[src/rtl/npgrd_pkg.sv]
// Package for the nine-patch guide run detector.
// Holds widths, reset values, types and the position helper; depends on nothing.
`timescale 1ns / 1ps

package npgrd_pkg;

   // Longest guide line before positions saturate
   localparam int unsigned LINE_MAX     = 4096;
   // Pixel counter must hold LINE_MAX itself
   localparam int unsigned CNT_W        = $clog2(LINE_MAX + 1);
   // Positions stop at LINE_MAX-1
   localparam int unsigned POS_W        = $clog2(LINE_MAX);
   localparam int unsigned RUN_POS_W    = 12;
   localparam int unsigned PIXEL_W      = 32;
   localparam logic [PIXEL_W-1:0] MARKER_RESET = 32'h0000_00FF;

   typedef logic [CNT_W-1:0]     cnt_type;
   typedef logic [POS_W-1:0]     pos_type;
   typedef logic [RUN_POS_W-1:0] run_pos_type;
   typedef logic [PIXEL_W-1:0]   pixel_type;

   // Report a position in the result field, wrapping modulo the field width
   function automatic run_pos_type to_run_pos(input pos_type pos);
      logic [31:0] wide;
      wide = 32'(pos);
      return wide[RUN_POS_W-1:0];
   endfunction

endpackage

[src/rtl/npgrd_if.sv]
// Channel interfaces of the nine-patch guide run detector: pixel, run and marker.
// Depends on npgrd_pkg for the payload types.
`timescale 1ns / 1ps

interface npgrd_req_if
   import npgrd_pkg::*;
   ();
   logic      valid;
   logic      ready;
   pixel_type pixel;
   logic      line_last;

   modport source (output valid, output pixel, output line_last, input ready);
   modport sink   (input valid, input pixel, input line_last, output ready);
endinterface

interface npgrd_rsp_if
   import npgrd_pkg::*;
   ();
   logic        valid;
   logic        ready;
   run_pos_type run_start;
   run_pos_type run_end;
   logic        run_kind;
   logic        start_with_stretch;
   logic        discard_fixed;
   logic        line_done;
   logic        overflow;

   modport source (output valid, output run_start, output run_end, output run_kind,
                   output start_with_stretch, output discard_fixed, output line_done,
                   output overflow, input ready);
   modport sink   (input valid, input run_start, input run_end, input run_kind,
                   input start_with_stretch, input discard_fixed, input line_done,
                   input overflow, output ready);
endinterface

interface npgrd_csr_if
   import npgrd_pkg::*;
   ();
   logic      valid;
   logic      ready;
   pixel_type marker_pixel;

   modport source (output valid, output marker_pixel, input ready);
   modport sink   (input valid, input marker_pixel, output ready);
endinterface

[src/rtl/nine_patch_guide_run_detector_unit.sv]
// Nine-patch guide run detector, top level.
// Depends on npgrd_pkg and the channel interfaces in npgrd_if.sv.
//
// Feed the border pixels of one guide line, one pixel per item, with line_last on the
// final pixel. The first and last positions are skipped; the interior is split into runs
// of equal pixels, a run equal to the marker register being a stretch run. Each run comes
// out as one item when it closes; a line without a stretch run ends with one replacement
// stretch run 1..length-1 flagged discard_fixed. The block takes one pixel every cycle
// while the result register is free or draining; a run item enters the result register in
// the cycle after the pixel that closes it, and a new pixel is taken while that item waits,
// as long as the result register is empty or being drained in the same cycle. The marker
// write port is always ready and should only be written between lines.
`timescale 1ns / 1ps

module nine_patch_guide_run_detector_unit
   import npgrd_pkg::*;
(
   input logic              clock,
   input logic              reset,
   npgrd_req_if.sink        req_chan,
   npgrd_rsp_if.source      rsp_chan,
   npgrd_csr_if.sink        csr_chan
);

   // Line state
   pixel_type   marker_ff,   marker_in;
   cnt_type     count_ff,    count_in;
   pixel_type   prev_ff,     prev_in;
   pos_type     begin_ff,    begin_in;
   logic        seen_ff,     seen_in;
   logic        starts_ff,   starts_in;
   logic        ovf_ff,      ovf_in;

   // Result register
   logic        rsp_valid_ff, rsp_valid_in;
   run_pos_type start_ff,     start_in;
   run_pos_type end_ff,       end_in;
   logic        kind_ff,      kind_in;
   logic        sws_ff,       sws_in;
   logic        disc_ff,      disc_in;
   logic        done_ff,      done_in;
   logic        rovf_ff,      rovf_in;

   logic        take;
   logic        sat;
   pos_type     pos;
   logic        ovf_now;
   logic        prev_is_marker;
   logic        emit;

   // Accept a pixel whenever the result register is free or draining
   assign req_chan.ready = !rsp_valid_ff || rsp_chan.ready;
   assign take           = req_chan.valid && req_chan.ready;
   assign csr_chan.ready = 1'b1;

   // Marker register
   always_comb begin
      marker_in = marker_ff;
      if (csr_chan.valid) begin
         marker_in = csr_chan.marker_pixel;
      end
   end

   // Position of this pixel, saturated at the end of a long line
   assign sat            = (count_ff == cnt_type'(LINE_MAX));
   assign pos            = sat ? pos_type'(LINE_MAX - 1) : count_ff[POS_W-1:0];
   assign ovf_now        = ovf_ff || sat;
   assign prev_is_marker = (prev_ff == marker_ff);

   // Run splitting for one accepted pixel
   always_comb begin
      count_in  = count_ff;
      prev_in   = prev_ff;
      begin_in  = begin_ff;
      seen_in   = seen_ff;
      starts_in = starts_ff;
      ovf_in    = ovf_ff;
      emit      = 1'b0;
      start_in  = to_run_pos(begin_ff);
      end_in    = to_run_pos(pos);
      kind_in   = prev_is_marker;
      sws_in    = starts_ff;
      disc_in   = 1'b0;
      done_in   = 1'b0;
      rovf_in   = ovf_now;
      if (take) begin
         count_in = sat ? count_ff : count_ff + cnt_type'(1);
         ovf_in   = ovf_now;
         if (!req_chan.line_last) begin
            if (pos == pos_type'(1)) begin
               // open the first interior run
               begin_in  = pos_type'(1);
               prev_in   = req_chan.pixel;
               starts_in = (req_chan.pixel == marker_ff);
               seen_in   = 1'b0;
            end else if (pos != '0 && req_chan.pixel != prev_ff) begin
               // close the run and open the next
               emit     = 1'b1;
               seen_in  = seen_ff || prev_is_marker;
               begin_in = pos;
               prev_in  = req_chan.pixel;
            end
         end else begin
            // line end: close the open run or fall back, then clear the line
            if (pos > pos_type'(1)) begin
               emit    = 1'b1;
               done_in = 1'b1;
               if (!prev_is_marker && !seen_ff) begin
                  start_in = to_run_pos(pos_type'(1));
                  kind_in  = 1'b1;
                  sws_in   = 1'b1;
                  disc_in  = 1'b1;
               end
            end
            count_in  = '0;
            prev_in   = '0;
            begin_in  = pos_type'(1);
            seen_in   = 1'b0;
            starts_in = 1'b0;
            ovf_in    = 1'b0;
         end
      end
   end

   // Hold a waiting result until it is taken
   always_comb begin
      rsp_valid_in = rsp_valid_ff;
      if (emit) begin
         rsp_valid_in = 1'b1;
      end else if (rsp_chan.ready) begin
         rsp_valid_in = 1'b0;
      end
   end

   // Control and line state
   always_ff @(posedge clock) begin
      if (reset) begin
         marker_ff    <= MARKER_RESET;
         count_ff     <= '0;
         prev_ff      <= '0;
         begin_ff     <= pos_type'(1);
         seen_ff      <= 1'b0;
         starts_ff    <= 1'b0;
         ovf_ff       <= 1'b0;
         rsp_valid_ff <= 1'b0;
      end else begin
         marker_ff    <= marker_in;
         count_ff     <= count_in;
         prev_ff      <= prev_in;
         begin_ff     <= begin_in;
         seen_ff      <= seen_in;
         starts_ff    <= starts_in;
         ovf_ff       <= ovf_in;
         rsp_valid_ff <= rsp_valid_in;
      end
   end

   // Result payload, loaded only with a new item
   always_ff @(posedge clock) begin
      if (emit) begin
         start_ff <= start_in;
         end_ff   <= end_in;
         kind_ff  <= kind_in;
         sws_ff   <= sws_in;
         disc_ff  <= disc_in;
         done_ff  <= done_in;
         rovf_ff  <= rovf_in;
      end
   end

   assign rsp_chan.valid              = rsp_valid_ff;
   assign rsp_chan.run_start          = start_ff;
   assign rsp_chan.run_end            = end_ff;
   assign rsp_chan.run_kind           = kind_ff;
   assign rsp_chan.start_with_stretch = sws_ff;
   assign rsp_chan.discard_fixed      = disc_ff;
   assign rsp_chan.line_done          = done_ff;
   assign rsp_chan.overflow           = rovf_ff;

   // Counter never passes the saturation point
   assert property (@(posedge clock) disable iff (reset)
      count_ff <= cnt_type'(LINE_MAX))
      else $error("pixel counter beyond line limit");

   // Overflow is only flagged once the counter has saturated
   assert property (@(posedge clock) disable iff (reset)
      ovf_ff |-> sat)
      else $error("overflow set without saturated counter");

   // A line end clears the line state
   assert property (@(posedge clock) disable iff (reset)
      take && req_chan.line_last |=> count_ff == '0 && !seen_ff && !ovf_ff)
      else $error("line state not cleared after line end");

   // A fallback item is a line-closing stretch run from position one
   assert property (@(posedge clock) disable iff (reset)
      rsp_valid_ff && disc_ff |-> kind_ff && sws_ff && done_ff
                                  && start_ff == to_run_pos(pos_type'(1)))
      else $error("malformed fallback run");

   // A waiting result is never overwritten by a new one
   assert property (@(posedge clock) disable iff (reset)
      emit |-> !rsp_valid_ff || rsp_chan.ready)
      else $error("result overwritten while stalled");

endmodule
[src/flat_wrapper.sv]
// flat-port wrapper written by rule: the top's interface ports become plain ports
module nine_patch_guide_run_detector_unit_flat import npgrd_pkg::*;
  (clock, reset, req_chan_valid, req_chan_pixel, req_chan_line_last, req_chan_ready, rsp_chan_valid, rsp_chan_run_start, rsp_chan_run_end, rsp_chan_run_kind, rsp_chan_start_with_stretch, rsp_chan_discard_fixed, rsp_chan_line_done, rsp_chan_overflow, rsp_chan_ready, csr_chan_valid, csr_chan_marker_pixel, csr_chan_ready);
  npgrd_req_if req_chan_i ();
  npgrd_rsp_if rsp_chan_i ();
  npgrd_csr_if csr_chan_i ();
  input logic clock;
  input logic reset;
  input wire logic [$bits(req_chan_i.valid)-1:0] req_chan_valid;
  input wire logic [$bits(req_chan_i.pixel)-1:0] req_chan_pixel;
  input wire logic [$bits(req_chan_i.line_last)-1:0] req_chan_line_last;
  output wire logic [$bits(req_chan_i.ready)-1:0] req_chan_ready;
  output wire logic [$bits(rsp_chan_i.valid)-1:0] rsp_chan_valid;
  output wire logic [$bits(rsp_chan_i.run_start)-1:0] rsp_chan_run_start;
  output wire logic [$bits(rsp_chan_i.run_end)-1:0] rsp_chan_run_end;
  output wire logic [$bits(rsp_chan_i.run_kind)-1:0] rsp_chan_run_kind;
  output wire logic [$bits(rsp_chan_i.start_with_stretch)-1:0] rsp_chan_start_with_stretch;
  output wire logic [$bits(rsp_chan_i.discard_fixed)-1:0] rsp_chan_discard_fixed;
  output wire logic [$bits(rsp_chan_i.line_done)-1:0] rsp_chan_line_done;
  output wire logic [$bits(rsp_chan_i.overflow)-1:0] rsp_chan_overflow;
  input wire logic [$bits(rsp_chan_i.ready)-1:0] rsp_chan_ready;
  input wire logic [$bits(csr_chan_i.valid)-1:0] csr_chan_valid;
  input wire logic [$bits(csr_chan_i.marker_pixel)-1:0] csr_chan_marker_pixel;
  output wire logic [$bits(csr_chan_i.ready)-1:0] csr_chan_ready;
  assign req_chan_i.valid = req_chan_valid;
  assign req_chan_i.pixel = req_chan_pixel;
  assign req_chan_i.line_last = req_chan_line_last;
  assign req_chan_ready = req_chan_i.ready;
  assign rsp_chan_valid = rsp_chan_i.valid;
  assign rsp_chan_run_start = rsp_chan_i.run_start;
  assign rsp_chan_run_end = rsp_chan_i.run_end;
  assign rsp_chan_run_kind = rsp_chan_i.run_kind;
  assign rsp_chan_start_with_stretch = rsp_chan_i.start_with_stretch;
  assign rsp_chan_discard_fixed = rsp_chan_i.discard_fixed;
  assign rsp_chan_line_done = rsp_chan_i.line_done;
  assign rsp_chan_overflow = rsp_chan_i.overflow;
  assign rsp_chan_i.ready = rsp_chan_ready;
  assign csr_chan_i.valid = csr_chan_valid;
  assign csr_chan_i.marker_pixel = csr_chan_marker_pixel;
  assign csr_chan_ready = csr_chan_i.ready;
  nine_patch_guide_run_detector_unit u_core (.clock(clock), .reset(reset), .req_chan(req_chan_i), .rsp_chan(rsp_chan_i), .csr_chan(csr_chan_i));
endmodule
[config.mk]
export PLATFORM = sky130hd
export DESIGN_NAME = nine_patch_guide_run_detector_unit_flat
export DESIGN_NICKNAME = d
export VERILOG_FILES = /design/src/rtl/npgrd_pkg.sv /design/src/rtl/npgrd_if.sv /design/src/rtl/nine_patch_guide_run_detector_unit.sv /design/src/flat_wrapper.sv
export SDC_FILE = /design/constraint.sdc
export NUM_CORES = 1
export LEC_CHECK = 0
export ABC_AREA = 1
export BUFFER_PORTS_ARGS = -buffer_cell sky130_fd_sc_hd__buf_2
export CORE_MARGIN = 5
export CORE_UTILIZATION = 50
export CTS_CLUSTER_SIZE = 40
export DETAILED_ROUTE_END_ITERATION = 7
export PLACE_DENSITY = 0.7
export SLEW_MARGIN = 20
export SYNTH_ARGS = -nofsm -noshare
export SYNTH_HDL_FRONTEND = slang
export SYNTH_SLANG_ARGS = --single-unit
[constraint.sdc]
create_clock -name clock -period 2.9 [get_ports clock]
set_input_delay 0.58 -clock clock [delete_from_list [all_inputs] [get_ports clock]]
set_output_delay 0.58 -clock clock [all_outputs]
set_load 0.05 [all_outputs]
# ---- After elaboration in Yosys (flattened, before gate mapping)
# Index checks and enable logic that the tools add are counted.
dict set report word_totals {
  ff_bits 122
  output_inout_bits 32
}
dict set report classes {
  n_eq_ne 6
  n_mux 35
  addsub 1
  order_cmp 1
  n_reduce_logical 18
}
# operator count
set ops {}
lappend ops {{12-bit two-way mux} 8}
lappend ops {{32-bit two-way mux} 3}
lappend ops {{32-bit equality test} 2}
lappend ops {{32-bit != test} 1}
lappend ops {{13-bit two-way mux} 2}
lappend ops {{1-bit two-way mux} 22}
lappend ops {{13-bit by 1-bit adder with 13-bit output (second input constant)} 1}
lappend ops {{13-bit equality test (second input constant)} 1}
lappend ops {{12-bit by 1-bit equality test with 1-bit output (second input constant)} 1}
lappend ops {{12-bit by 1-bit > comparator with 1-bit output (second input constant)} 1}
lappend ops {{12-bit nonzero test} 1}
lappend ops {{2-bit AND reduction} 4}
lappend ops {{2-bit nonzero test} 2}
lappend ops {{1-bit logical AND} 3}
lappend ops {{1-bit zero test} 3}
lappend ops {{1-bit logical OR} 3}
lappend ops {{3-bit AND reduction} 1}
lappend ops {{3-bit nonzero test} 1}
lappend ops {{2-bit != test (second input constant)} 1}

# ---- Longest topological paths before layout
# Gate-level depths: netlist of the first run.
dict set report depth {
  depth_word 9
  depth_mapped 15
  mapped_depth_nobuf 14
}

# ---- Worst setup path before layout of the first run
# OpenSTA, ideal clock, no wires.
dict set report synth_path {
  kind {input to register}
  startpoint {input port rsp_chan_ready}
  endpoint {register u_core.disc_ff (netlist: u_core.rsp_chan.discard_fixed), enable pin}
  setup_time_ps 384
  stages 6
  path_buffers 0
  arrival_ps 2151
  path_slack_ps 366
  cell_sequence {inv_1 -> nand2_1 -> nand2_1 -> nor2_4 -> o21ai_0 -> inv_1}
}
dict set report synth_between {
  elab_chain_cells 3
}
# element line
set synth_lines {}
lappend synth_lines {{from (decl)} flat_wrapper.sv:21} ;# input wire logic [$bits(rsp_chan_i.ready)-1:0] rsp_chan_ready;
lappend synth_lines {{1-bit logical OR} nine_patch_guide_run_detector_unit.sv:52} ;# assign req_chan.ready = !rsp_valid_ff || rsp_chan.ready;
lappend synth_lines {{via req_chan_ready} flat_wrapper.sv:12} ;# output wire logic [$bits(req_chan_i.ready)-1:0] req_chan_ready;
lappend synth_lines {{1-bit logical AND} nine_patch_guide_run_detector_unit.sv:53} ;# assign take = req_chan.valid && req_chan.ready;
lappend synth_lines {{1-bit two-way mux} nine_patch_guide_run_detector_unit.sv:86} ;# if (take) begin
lappend synth_lines {{via u_core.emit} nine_patch_guide_run_detector_unit.sv:49} ;# logic emit;
lappend synth_lines {{to (signal assigned)} nine_patch_guide_run_detector_unit.sv:165} ;# disc_ff <= disc_in;
lappend synth_lines {{to (decl)} nine_patch_guide_run_detector_unit.sv:40} ;# logic disc_ff, disc_in;
# The timed path passes the listed nets, and every way through them passes these cells.
# A chain may end at the register's enable or synchronous reset.

# ---- Worst setup path after layout of the first run
dict set report layout_path {
  startpoint {register u_core.count_ff[0]}
  endpoint {register u_core.begin_ff[0]}
}
dict set report layout_between {
  elab_chain_cells 6
  elab_cells_between_ends 10
}
# element line
set layout_lines {}
lappend layout_lines {{from (decl)} nine_patch_guide_run_detector_unit.sv:27} ;# cnt_type count_ff, count_in;
lappend layout_lines {{from (signal assigned)} nine_patch_guide_run_detector_unit.sv:148} ;# count_ff <= count_in;
lappend layout_lines {{13-bit equality test} nine_patch_guide_run_detector_unit.sv:65} ;# assign sat = (count_ff == cnt_type'(LINE_MAX));
lappend layout_lines {{12-bit two-way mux *} nine_patch_guide_run_detector_unit.sv:66} ;# assign pos = sat ? pos_type'(LINE_MAX - 1) : count_ff[POS_W-1:0];
lappend layout_lines {{12-bit nonzero test} nine_patch_guide_run_detector_unit.sv:96} ;# end else if (pos != '0 && req_chan.pixel != prev_ff) begin
lappend layout_lines {{1-bit logical AND} nine_patch_guide_run_detector_unit.sv:96}
lappend layout_lines {{3-bit nonzero test (no source line)} --}
lappend layout_lines {{2-bit AND reduction (no source line)} --}
lappend layout_lines {{to (signal assigned)} nine_patch_guide_run_detector_unit.sv:141} ;# begin_ff <= pos_type'(1);
lappend layout_lines {{to (signal assigned)} nine_patch_guide_run_detector_unit.sv:150} ;# begin_ff <= begin_in;
lappend layout_lines {{to (decl)} nine_patch_guide_run_detector_unit.sv:29} ;# pos_type begin_ff, begin_in;
# Mark *: on every way between the ends. The rest lies on a longest branch, timed or not. The select of a mux whose other input is x is not followed.

==> results of run 1 <==
[flip-flops by register name, summed over array words and instances (netlist names)]
signal and flops:
u_core.begin_ff 12, u_core.rsp_chan.run_start 12, u_core.rsp_chan.run_kind 1, u_core.rsp_chan.discard_fixed 1
u_core.marker_ff 32, u_core.prev_ff 32, u_core.rsp_chan.run_end 12, u_core.seen_ff 1
u_core.starts_ff 1, u_core.rsp_chan.valid 1, u_core.rsp_chan.overflow 1, u_core.count_ff 13
u_core.rsp_chan.line_done 1, u_core.ovf_ff 1, u_core.rsp_chan.start_with_stretch 1
[stage by stage]
stage               worst slack, ps  std cells  power [W]
floorplan                     365.6        945   0.002408
global placement              459.7       1192   0.002602
detailed placement            412.9       1192   0.002608
CTS                           363.9       1224   0.004727
global route                  135.5       1224   0.004914
finish                        330.4       1224   0.004698
[power breakdown]
part | internal [W] | switching, W
Clock | 0.00128 | 0.000837
Combinational | 0.000255 | 0.000410
Sequential | 0.00183 | 0.0000830
[per-layer routing]
| layer | up-vias | share of wire (%) |
|---|---|---|
| met4 | 0 | 2.7 |
| met3 | 34 | 6.4 |
| met1 | 2695 | 44 |
| met2 | 187 | 47 |
| met5 | - | 0 |
| li1 | 3180 | - |
[critical path: stages, from the launching register on]
cell     delay [ps]
dfxtp_1         420
inv_1           130
ha_1            230
nand3_1          80
nor2_1           50
nand2_2         210
nand3_1         160
nor2_1          150
nand3_1         150
nand2_4         280
nand2_2         320
o21ai_1         170
nand3_1          80
[kinds of logic after synthesis]
kind of cell             count (synthesis)
AND/OR/NAND/NOR                        497
buffers and inverters                  159
AO/OA/AOI/OAI                          122
flip-flops                             122
XOR/XNOR                                42
adder cells (fa/ha/maj)                  2
other                                    1
[worst min path at each step]
stage / from / endpoint / slack [ps] / cells past startpoint
detailed placement: u_core.begin_ff[2] / u_core.begin_ff[2] / 470 / 2
floorplan: u_core.ovf_ff / u_core.ovf_ff / 440 / 2
global placement: u_core.begin_ff[2] / u_core.begin_ff[2] / 470 / 2
finish: csr_chan_marker_pixel[2] / u_core.marker_ff[2] / 360 / 3
CTS: csr_chan_marker_pixel[2] / u_core.marker_ff[2] / 340 / 3
global route: csr_chan_marker_pixel[2] / u_core.marker_ff[2] / 350 / 3
[final cells by class]
class	count	area [µm²]	share of cell area [%]
flip-flops and latches	122	2733	35.54
well taps	172	215.2	2.799
clock inverters	14	162.7	2.116
inverters	123	461.7	6.005
repair buffers	111	608.1	7.909
clock buffers	18	429.2	5.582
multi-input cells	664	3079	40.05
[cell usage in the layout (no fill, tap or decap), drive strengths merged, types with 3 or more instances in the layout]
cell type and count:
nand3 67, nor2 167, xor2 17, inv 127
dfxtp 93, xnor2 25, nand4 11, nor3 11
a21oi 65, clkinvlp 4, edfxtp 29, clkbuf 18
buf 111, o22ai 9, nand2 234, clkinv 4
nand3b 3, o21ai 42
==> impl_metrics.ini, run 1 <==
[clock_network]
cts_max_path_buffers = 2
cts_setup_buffers = 0
worstSkewPairLatency_ps = 430
cts_sinks = 122
hold_buffers = 0
path_clk_slew_ps = 60
cts_resized = 0
cts_tree = done
cts_buffers = 17
cts_root_buffer = clkbuf_16
h-tree-depth = 4

[setup_path]
rr_startpoint = u_core.count_ff[0]
cp-startpoint = u_core.count_ff[0]
crit_type = reg -> reg
end_kind = flop
r2r_cells = 12
arrival_ps = 2870
cp_max_fo = 24
endpoint = u_core.begin_ff[0]
timing.rr.end = u_core.begin_ff[0]
start_kind = flop
required_ps = 3200
r2r_slack_ps = 330

[sta]
slew_headroom_pct = 38.22
finalMaxSlewViolations = 0
fin_worst_skew_ps = 11.06
holdWs_ps = 358.7
tns_ps = 0
min_period_ps = 2570
rsz0062_at_grt = false
fmaxAchievable_mhz = 389.2
finalSetupViolations = 0
worst_pin_slew_ps = 925.7
finalCritPeriodShare_pct = 88.61
hold_violations = 0

[layout]
drive_gt1_share_pct = 15.78
num_antenna_cells = 0
design_area_mm2 = 0.007689
fillCellCount = 1220
final_util_pct = 60.93
area_growth_pct = 19.34
fin_nets = 1111

[yosys]
yosys.area.top_type = dfxtp_1
yosysWarnings = 0
synthCells = 945
synth_fa_ha_area_share_pct = 0.3884
synth-edff-count = 29
yosysMostFrequentCell = nand2_1
syn_area_mm2 = 0.006442
synth_top_area_share_pct = 28.90
async_flop_share_pct = 0
synth_top_family_by_area = simple AND/OR/NAND/NOR gates
avgSynthCellArea_um2 = 6.817
synth_nets = 1017
synth.area.top_cells = dfxtp_1, edfxtp_1, nand2_1
synth_seq_area_share_pct = 42.42
synth-xor-area-share_pct = 5.710
synth_simple_gate_area_share_pct = 31.66
synth_flop_cell = dfxtp_1
synth_cell_type_count = 36
synth_compound_area_share_pct = 9.983
synthTopCellsByCount = nand2_1, nor2_1, inv_1
muxShareOfSynthArea_pct = 0
ys_ff_latch = 122

[grt]
grt.met1_usage_pct = 29.23
busiest_layer = met2
grt_util_met3_pct = 5.855
antenna_found_initial = 0
grt_util_met2_pct = 38.91
grt.overflow.total = 0
grt_pass1_vias = 5503
grt_max_degree = 53
grt_pass1_wl_um = 27330
grt.total_usage_pct = 23.49

[route]
vias_per_cell = 4.980
ant_nets = 0
drc = 0
dr.pass1.iters = 5
wl_per_cell_um = 13.88
drtIter0Drc = 401
routed_wl_um = 16990
vias = 6096

[floorplanning]
start_util_pct = 51.05
num_rows = 41
die_x_um = 123.5
die_h_um = 123.5
core_area_mm2 = 0.01262
ios = 102
die-area_mm2 = 0.01525

[job]
cap_violations = 0

[placement]
routabilityCongestion = 0.8792
portBuffers = 100
hpwl_um = 12380
placed_area_mm2 = 0.007097

[power]
power.density_mw_per_mm2 = 611.0
vdd.ir_drop.worst_uv = 380.7
p_leak_nw = 3.716

[run_status]
outcome = complete, no violations

[hold_path]
holdCritPathClass = in -> reg
No activity file was read; power rests on OpenSTA's default activity.
==> inputs of run 2 (changes only) <==
--- a/config.mk
+++ b/config.mk
@@ -8,10 +8,10 @@
 export ABC_AREA = 1
 export BUFFER_PORTS_ARGS = -buffer_cell sky130_fd_sc_hd__buf_2
 export CORE_MARGIN = 5
-export CORE_UTILIZATION = 50
+export CORE_UTILIZATION = 25
 export CTS_CLUSTER_SIZE = 40
 export DETAILED_ROUTE_END_ITERATION = 7
-export PLACE_DENSITY = 0.7
+export PLACE_DENSITY = 0.4
 export SLEW_MARGIN = 20
 export SYNTH_ARGS = -nofsm -noshare
 export SYNTH_HDL_FRONTEND = slang
==> impl_metrics.ini, run 2 (synthesis gave the netlist of run 1 again) <==
[clock_network]
cts_buffers = 17
path_clk_slew_ps = 60
hold_buffers = 0
cts_sinks = 122
cts_max_path_buffers = 2
h-tree-depth = 4
cts_root_buffer = clkbuf_16
cts_resized = 0
cts_setup_buffers = 0
cts_tree = done
worstSkewPairLatency_ps = 420

[sta]
holdWs_ps = 377.8
finalCritPeriodShare_pct = 81.44
hold_violations = 0
fin_worst_skew_ps = 10.83
min_period_ps = 2362
finalSetupViolations = 0
rsz0062_at_grt = false
finalMaxSlewViolations = 0
fmaxAchievable_mhz = 423.4
tns_ps = 0

[setup_path]
max_stage_delay_ps = 430
arrival_ps = 2650
crit_slowest_cell = dfxtp_1
required_ps = 3190
timing.rr.end = u_core.begin_ff[0]
cp-startpoint = u_core.count_ff[0]
cp_max_fo = 21
rr_startpoint = u_core.count_ff[0]
path_depth = 12
cp_common_cell = nand3_1
crit_type = reg -> reg
endpoint = u_core.begin_ff[0]
path_buf_inv = 1
r2r_slack_ps = 540
end_kind = flop
start_kind = flop
r2r_cells = 12
path_cells = inv_1 -> ha_1 -> nand3_1 -> nor2_1 -> nand2_2 -> nand3_1 -> nor2_1 -> nand3_1 -> nand2_4 -> nand2_2 -> o21ai_1 -> nand3_1
cp_top_family = simple AND/OR/NAND/NOR gates

[layout]
multi_input_area_mm2 = 0.003079
top_regs = u_core.marker_ff x32, u_core.prev_ff x32, u_core.count_ff x13
layout_common_cells = nand2_1, nor2_1, inv_1, buf_2, dfxtp_1
area_growth_pct = 23.36
layout_commonest_cell = nand2_1
fin_nets = 1117
fillCellCount = 2819
regArea_mm2 = 0.002733
num_antenna_cells = 0
drive_gt1_share_pct = 15.97

[run_status]
outcome = complete, no violations

[route]
wl_per_cell_um = 15.08
ant_nets = 0
vias_per_cell = 4.323
vias = 6001
drc = 0
routed_wl_um = 20930
dr.pass1.iters = 5
drtIter0Drc = 386

[floorplanning]
die-area_mm2 = 0.02908
ios = 102
start_util_pct = 25.51
die_h_um = 170.5
die_x_um = 170.5
core_area_mm2 = 0.02525
num_rows = 58

[grt]
grt.overflow.total = 0
antenna_found_initial = 0
grt.total_usage_pct = 14.54
grt_pass1_wl_um = 32590
grt_max_degree = 37
grt_pass1_vias = 5733

[placement]
routabilityCongestion = 0.8229
portBuffers = 100
hpwl_um = 15820

[hold_path]
holdCritPathClass = in -> reg
min_from = csr_chan_marker_pixel[7]

[power]
p_leak_nw = 3.762
power.density_mw_per_mm2 = 609.9
vdd.ir_drop.worst_uv = 280.4

[job]
cap_violations = 0
==> run 2: cell count changes in the layout (fill, tap and decap cells not counted), moves of 2 or more <==
cell        previous run  this run
clkinv_1               1         3
inv_6                  4         1
bufinv_16              2         4
clkinv_2               0         3
buf_4                  9        15
clkinvlp_4             4         2
clkinv_4               3         1
==> run 2: per-stage QoR <==
stage	utilization (%)	cells	instance area, µm²	setup slack (ps)	power [W]
finish	31.47	1388	7948	538.3	0.004847
global route	31.47	1388	7948	270.0	0.005076
CTS	31.47	1388	7948	535.3	0.004916
detailed placement	29.06	1356	7340	298.7	0.002647
global placement	29.06	1356	7340	335.6	0.002650
floorplan	-	945	6442	365.6	0.002408
==> run 2: worst min path at each step <==
stage	slack, ps	to	depth (start not counted)
floorplan	440	u_core.ovf_ff	2
global placement	470	u_core.begin_ff[3]	2
detailed placement	470	u_core.begin_ff[8]	2
CTS	360	u_core.marker_ff[14]	3
global route	370	u_core.marker_ff[8]	3
finish	380	u_core.marker_ff[7]	3
==> run 2: report_power, final <==
part,switching [W],internal (W),total [W]
Clock,0.000811,0.00143,0.00224
Combinational,0.000429,0.000262,0.000690
Sequential,0.0000856,0.00183,0.00192
Total,0.00133,0.00352,0.00485
==> run 2: worst register-to-register path: cells and delay by family (launching register included) <==
family | cells | cell delay [ps]
adders and majority gates | 1 | 240
DFF | 1 | 430
buffers and inverters | 1 | 140
AOI/OAI and AO/OA | 1 | 160
and+or+nand+nor | 9 | 1270
==> run 2: cell type report <==
type / count / share of cell area [%]
Timing Repair Buffer: 117 / 8.218
Multi-Input combinational cell: 664 / 38.74
Inverter: 123 / 5.809
Tap cell: 330 / 5.195
Clock buffer: 19 / 5.447
Clock inverter: 13 / 2.204
Sequential cell: 122 / 34.38
==> run 2: per-layer routing <==
| layer | vias up | GRT usage (%) | wire length, µm |
|---|---|---|---|
| li1 | 3186 | - | - |
| met2 | 138 | 22.71 | 9335 |
| met5 | - | 0 | 0 |
| met3 | 17 | 2.241 | 802 |
| met1 | 2660 | 20.62 | 10450 |
| met4 | 0 | 4.722 | 336 |
==> inputs of run 3 (changes only) <==
--- a/config.mk
+++ b/config.mk
@@ -11,7 +11,7 @@
 export CORE_UTILIZATION = 25
 export CTS_CLUSTER_SIZE = 40
 export DETAILED_ROUTE_END_ITERATION = 7
-export PLACE_DENSITY = 0.4
+export PLACE_DENSITY = 0.41
 export SLEW_MARGIN = 20
 export SYNTH_ARGS = -nofsm -noshare
 export SYNTH_HDL_FRONTEND = slang
==> constraint.sdc (replaced) <==
create_clock -name clock -period 2.1 [get_ports clock]
set_input_delay 0.42 -clock clock [delete_from_list [all_inputs] [get_ports clock]]
set_output_delay 0.42 -clock clock [all_outputs]
set_load 0.05 [all_outputs]
==> impl_metrics.ini, run 3 (synthesis gave the netlist of run 1 again) <==
[run_status]
outcome = complete, no violations

[sta]
min_period_ps = 1906
fin_worst_skew_ps = 11.16
finalSetupViolations = 0
hold_violations = 0
finalMaxSlewViolations = 0
rsz0062_at_grt = false
finalCritPeriodShare_pct = 90.76
fmaxAchievable_mhz = 524.7

[layout]
top_regs = u_core.marker_ff x32, u_core.prev_ff x32, u_core.count_ff x13
area_growth_pct = 32.20
drive_gt1_share_pct = 21.77
fillCellCount = 2811
fin_nets = 1175
num_antenna_cells = 0
layout_commonest_cell = nand2_1
stdcell_count = 1446
layout_common_cells = nand2_1, nor2_1, inv_1, buf_2, dfxtp_1

[placement]
dp.cells = 1412
hpwl_um = 16040
routabilityCongestion = 0.8343
portBuffers = 100

[setup_path]
crit_slowest_cell = dfxtp_1
required_ps = 2290
max_stage_delay_ps = 310
start_kind = flop
cp_top_family = simple AND/OR/NAND/NOR gates
cp_max_fo = 6
arrival_ps = 2100
crit_type = reg -> reg
cp_common_cell = nor2_1
end_kind = flop
path_buf_inv = 3
path_cells = inv_1 -> ha_1 -> nand3_1 -> o21ai_2 -> nand2_1 -> nor2_1 -> inv_1 -> nor2_1 -> buf_4 -> nor2_1

[grt]
grt_max_degree = 63
grt.total_usage_pct = 14.84
grt_pass1_wl_um = 33190
antenna_found_initial = 0
grt_pass1_vias = 6057
grt.overflow.total = 0

[clock_network]
cts_buffers = 17
cts_sinks = 122
path_clk_slew_ps = 60
hold_buffers = 0
cts_root_buffer = clkbuf_16
cts_max_path_buffers = 2
cts_tree = done
worstSkewPairLatency_ps = 430
h-tree-depth = 4

[power]
p_leak_nw = 4.089
power.density_mw_per_mm2 = 814.7
vdd.ir_drop.worst_uv = 458.7
total_power_w = 0.006938

[route]
vias = 6182
dr.pass1.iters = 4
ant_nets = 0
drtIter0Drc = 299
wl_per_cell_um = 14.64
vias_per_cell = 4.275
routed_wl_um = 21170
drc = 0

[floorplanning]
die-area_mm2 = 0.02908
die_h_um = 170.5
core_area_mm2 = 0.02525
start_util_pct = 25.51
die_x_um = 170.5
ios = 102
num_rows = 58

[job]
cap_violations = 0

[hold_path]
holdCritPathClass = in -> reg
## run 3: report_power, final
| group | leakage (nW) | total (W) | internal (W) | switching, W |
|---|---|---|---|---|
| Combinational | 2.74 | 0.00105 | 0.000440 | 0.000612 |
| Sequential | 1.04 | 0.00264 | 0.00253 | 0.000116 |
| Clock | 0.312 | 0.00324 | 0.00201 | 0.00123 |
## run 3: through the flow
stage | utilization, % | hold WS (ps) | instance area [µm²] | worst slack, ps | TNS (ps)
2_1_floorplan | - | 444.3 | 6445 | 32.22 | 0
3_3_place_gp | 30.98 | 467.0 | 7825 | -208.0 | -7679
3_5_place_dp | 30.98 | 471.1 | 7825 | -242.3 | -9071
4_1_cts | 33.53 | 184.5 | 8467 | 50.82 | 0
5_1_grt | 33.72 | 186.9 | 8517 | 10.51 | 0
6_report | 33.72 | 196.6 | 8517 | 194.1 | 0
## run 3: what timing repair did
item | in CTS | in global routing
setup buffers | 0 | 2
endpoints found under the setup margin | 29 | 72
cloned | 0 | 0
gates resized for setup | 2 | 12
pin swaps | 0 | 2
## run 3: area by class of cell
cell class              count  area (µm²)  share of cell area, %
clock buffers              17       425.4                  4.995
clock inverters            15       214.0                  2.512
inverters                 123       461.7                  5.421
multi-input cells         664        3117                  36.59
flip-flops and latches    122        2735                  32.11
well taps                 330       412.9                  4.848
repair buffers            175        1151                  13.52
## run 3: path summary, 6_finish.rpt
path / cells after the start / startpoint / slack (ps) / endpoint
min reg2reg: 2 / u_core.begin_ff[1] / 480 / u_core.begin_ff[1]
max: 10 / u_core.count_ff[0] / 190 / u_core.rsp_chan.run_start[6]
min: 3 / csr_chan_marker_pixel[1] / 200 / u_core.marker_ff[1]
max reg2reg: 10 / u_core.count_ff[0] / 190 / u_core.rsp_chan.run_start[6]
## run 3: metal layers
metal	track usage [%]	vias to the layer above	wire length, µm
met5	0	-	0
met4	3.750	0	244
met3	3.581	22	871
met2	25.31	114	10280
met1	18.93	2744	9773
li1	-	3302	-
## run 3: worst reg2reg max path, stage by stage, from the launching register on
cell     delay [ps]
dfxtp_1         310
inv_1            70
ha_1            180
nand3_1         130
o21ai_2         230
nand2_1         110
nor2_1          100
inv_1            50
nor2_1          230
buf_4           210
nor2_1           50
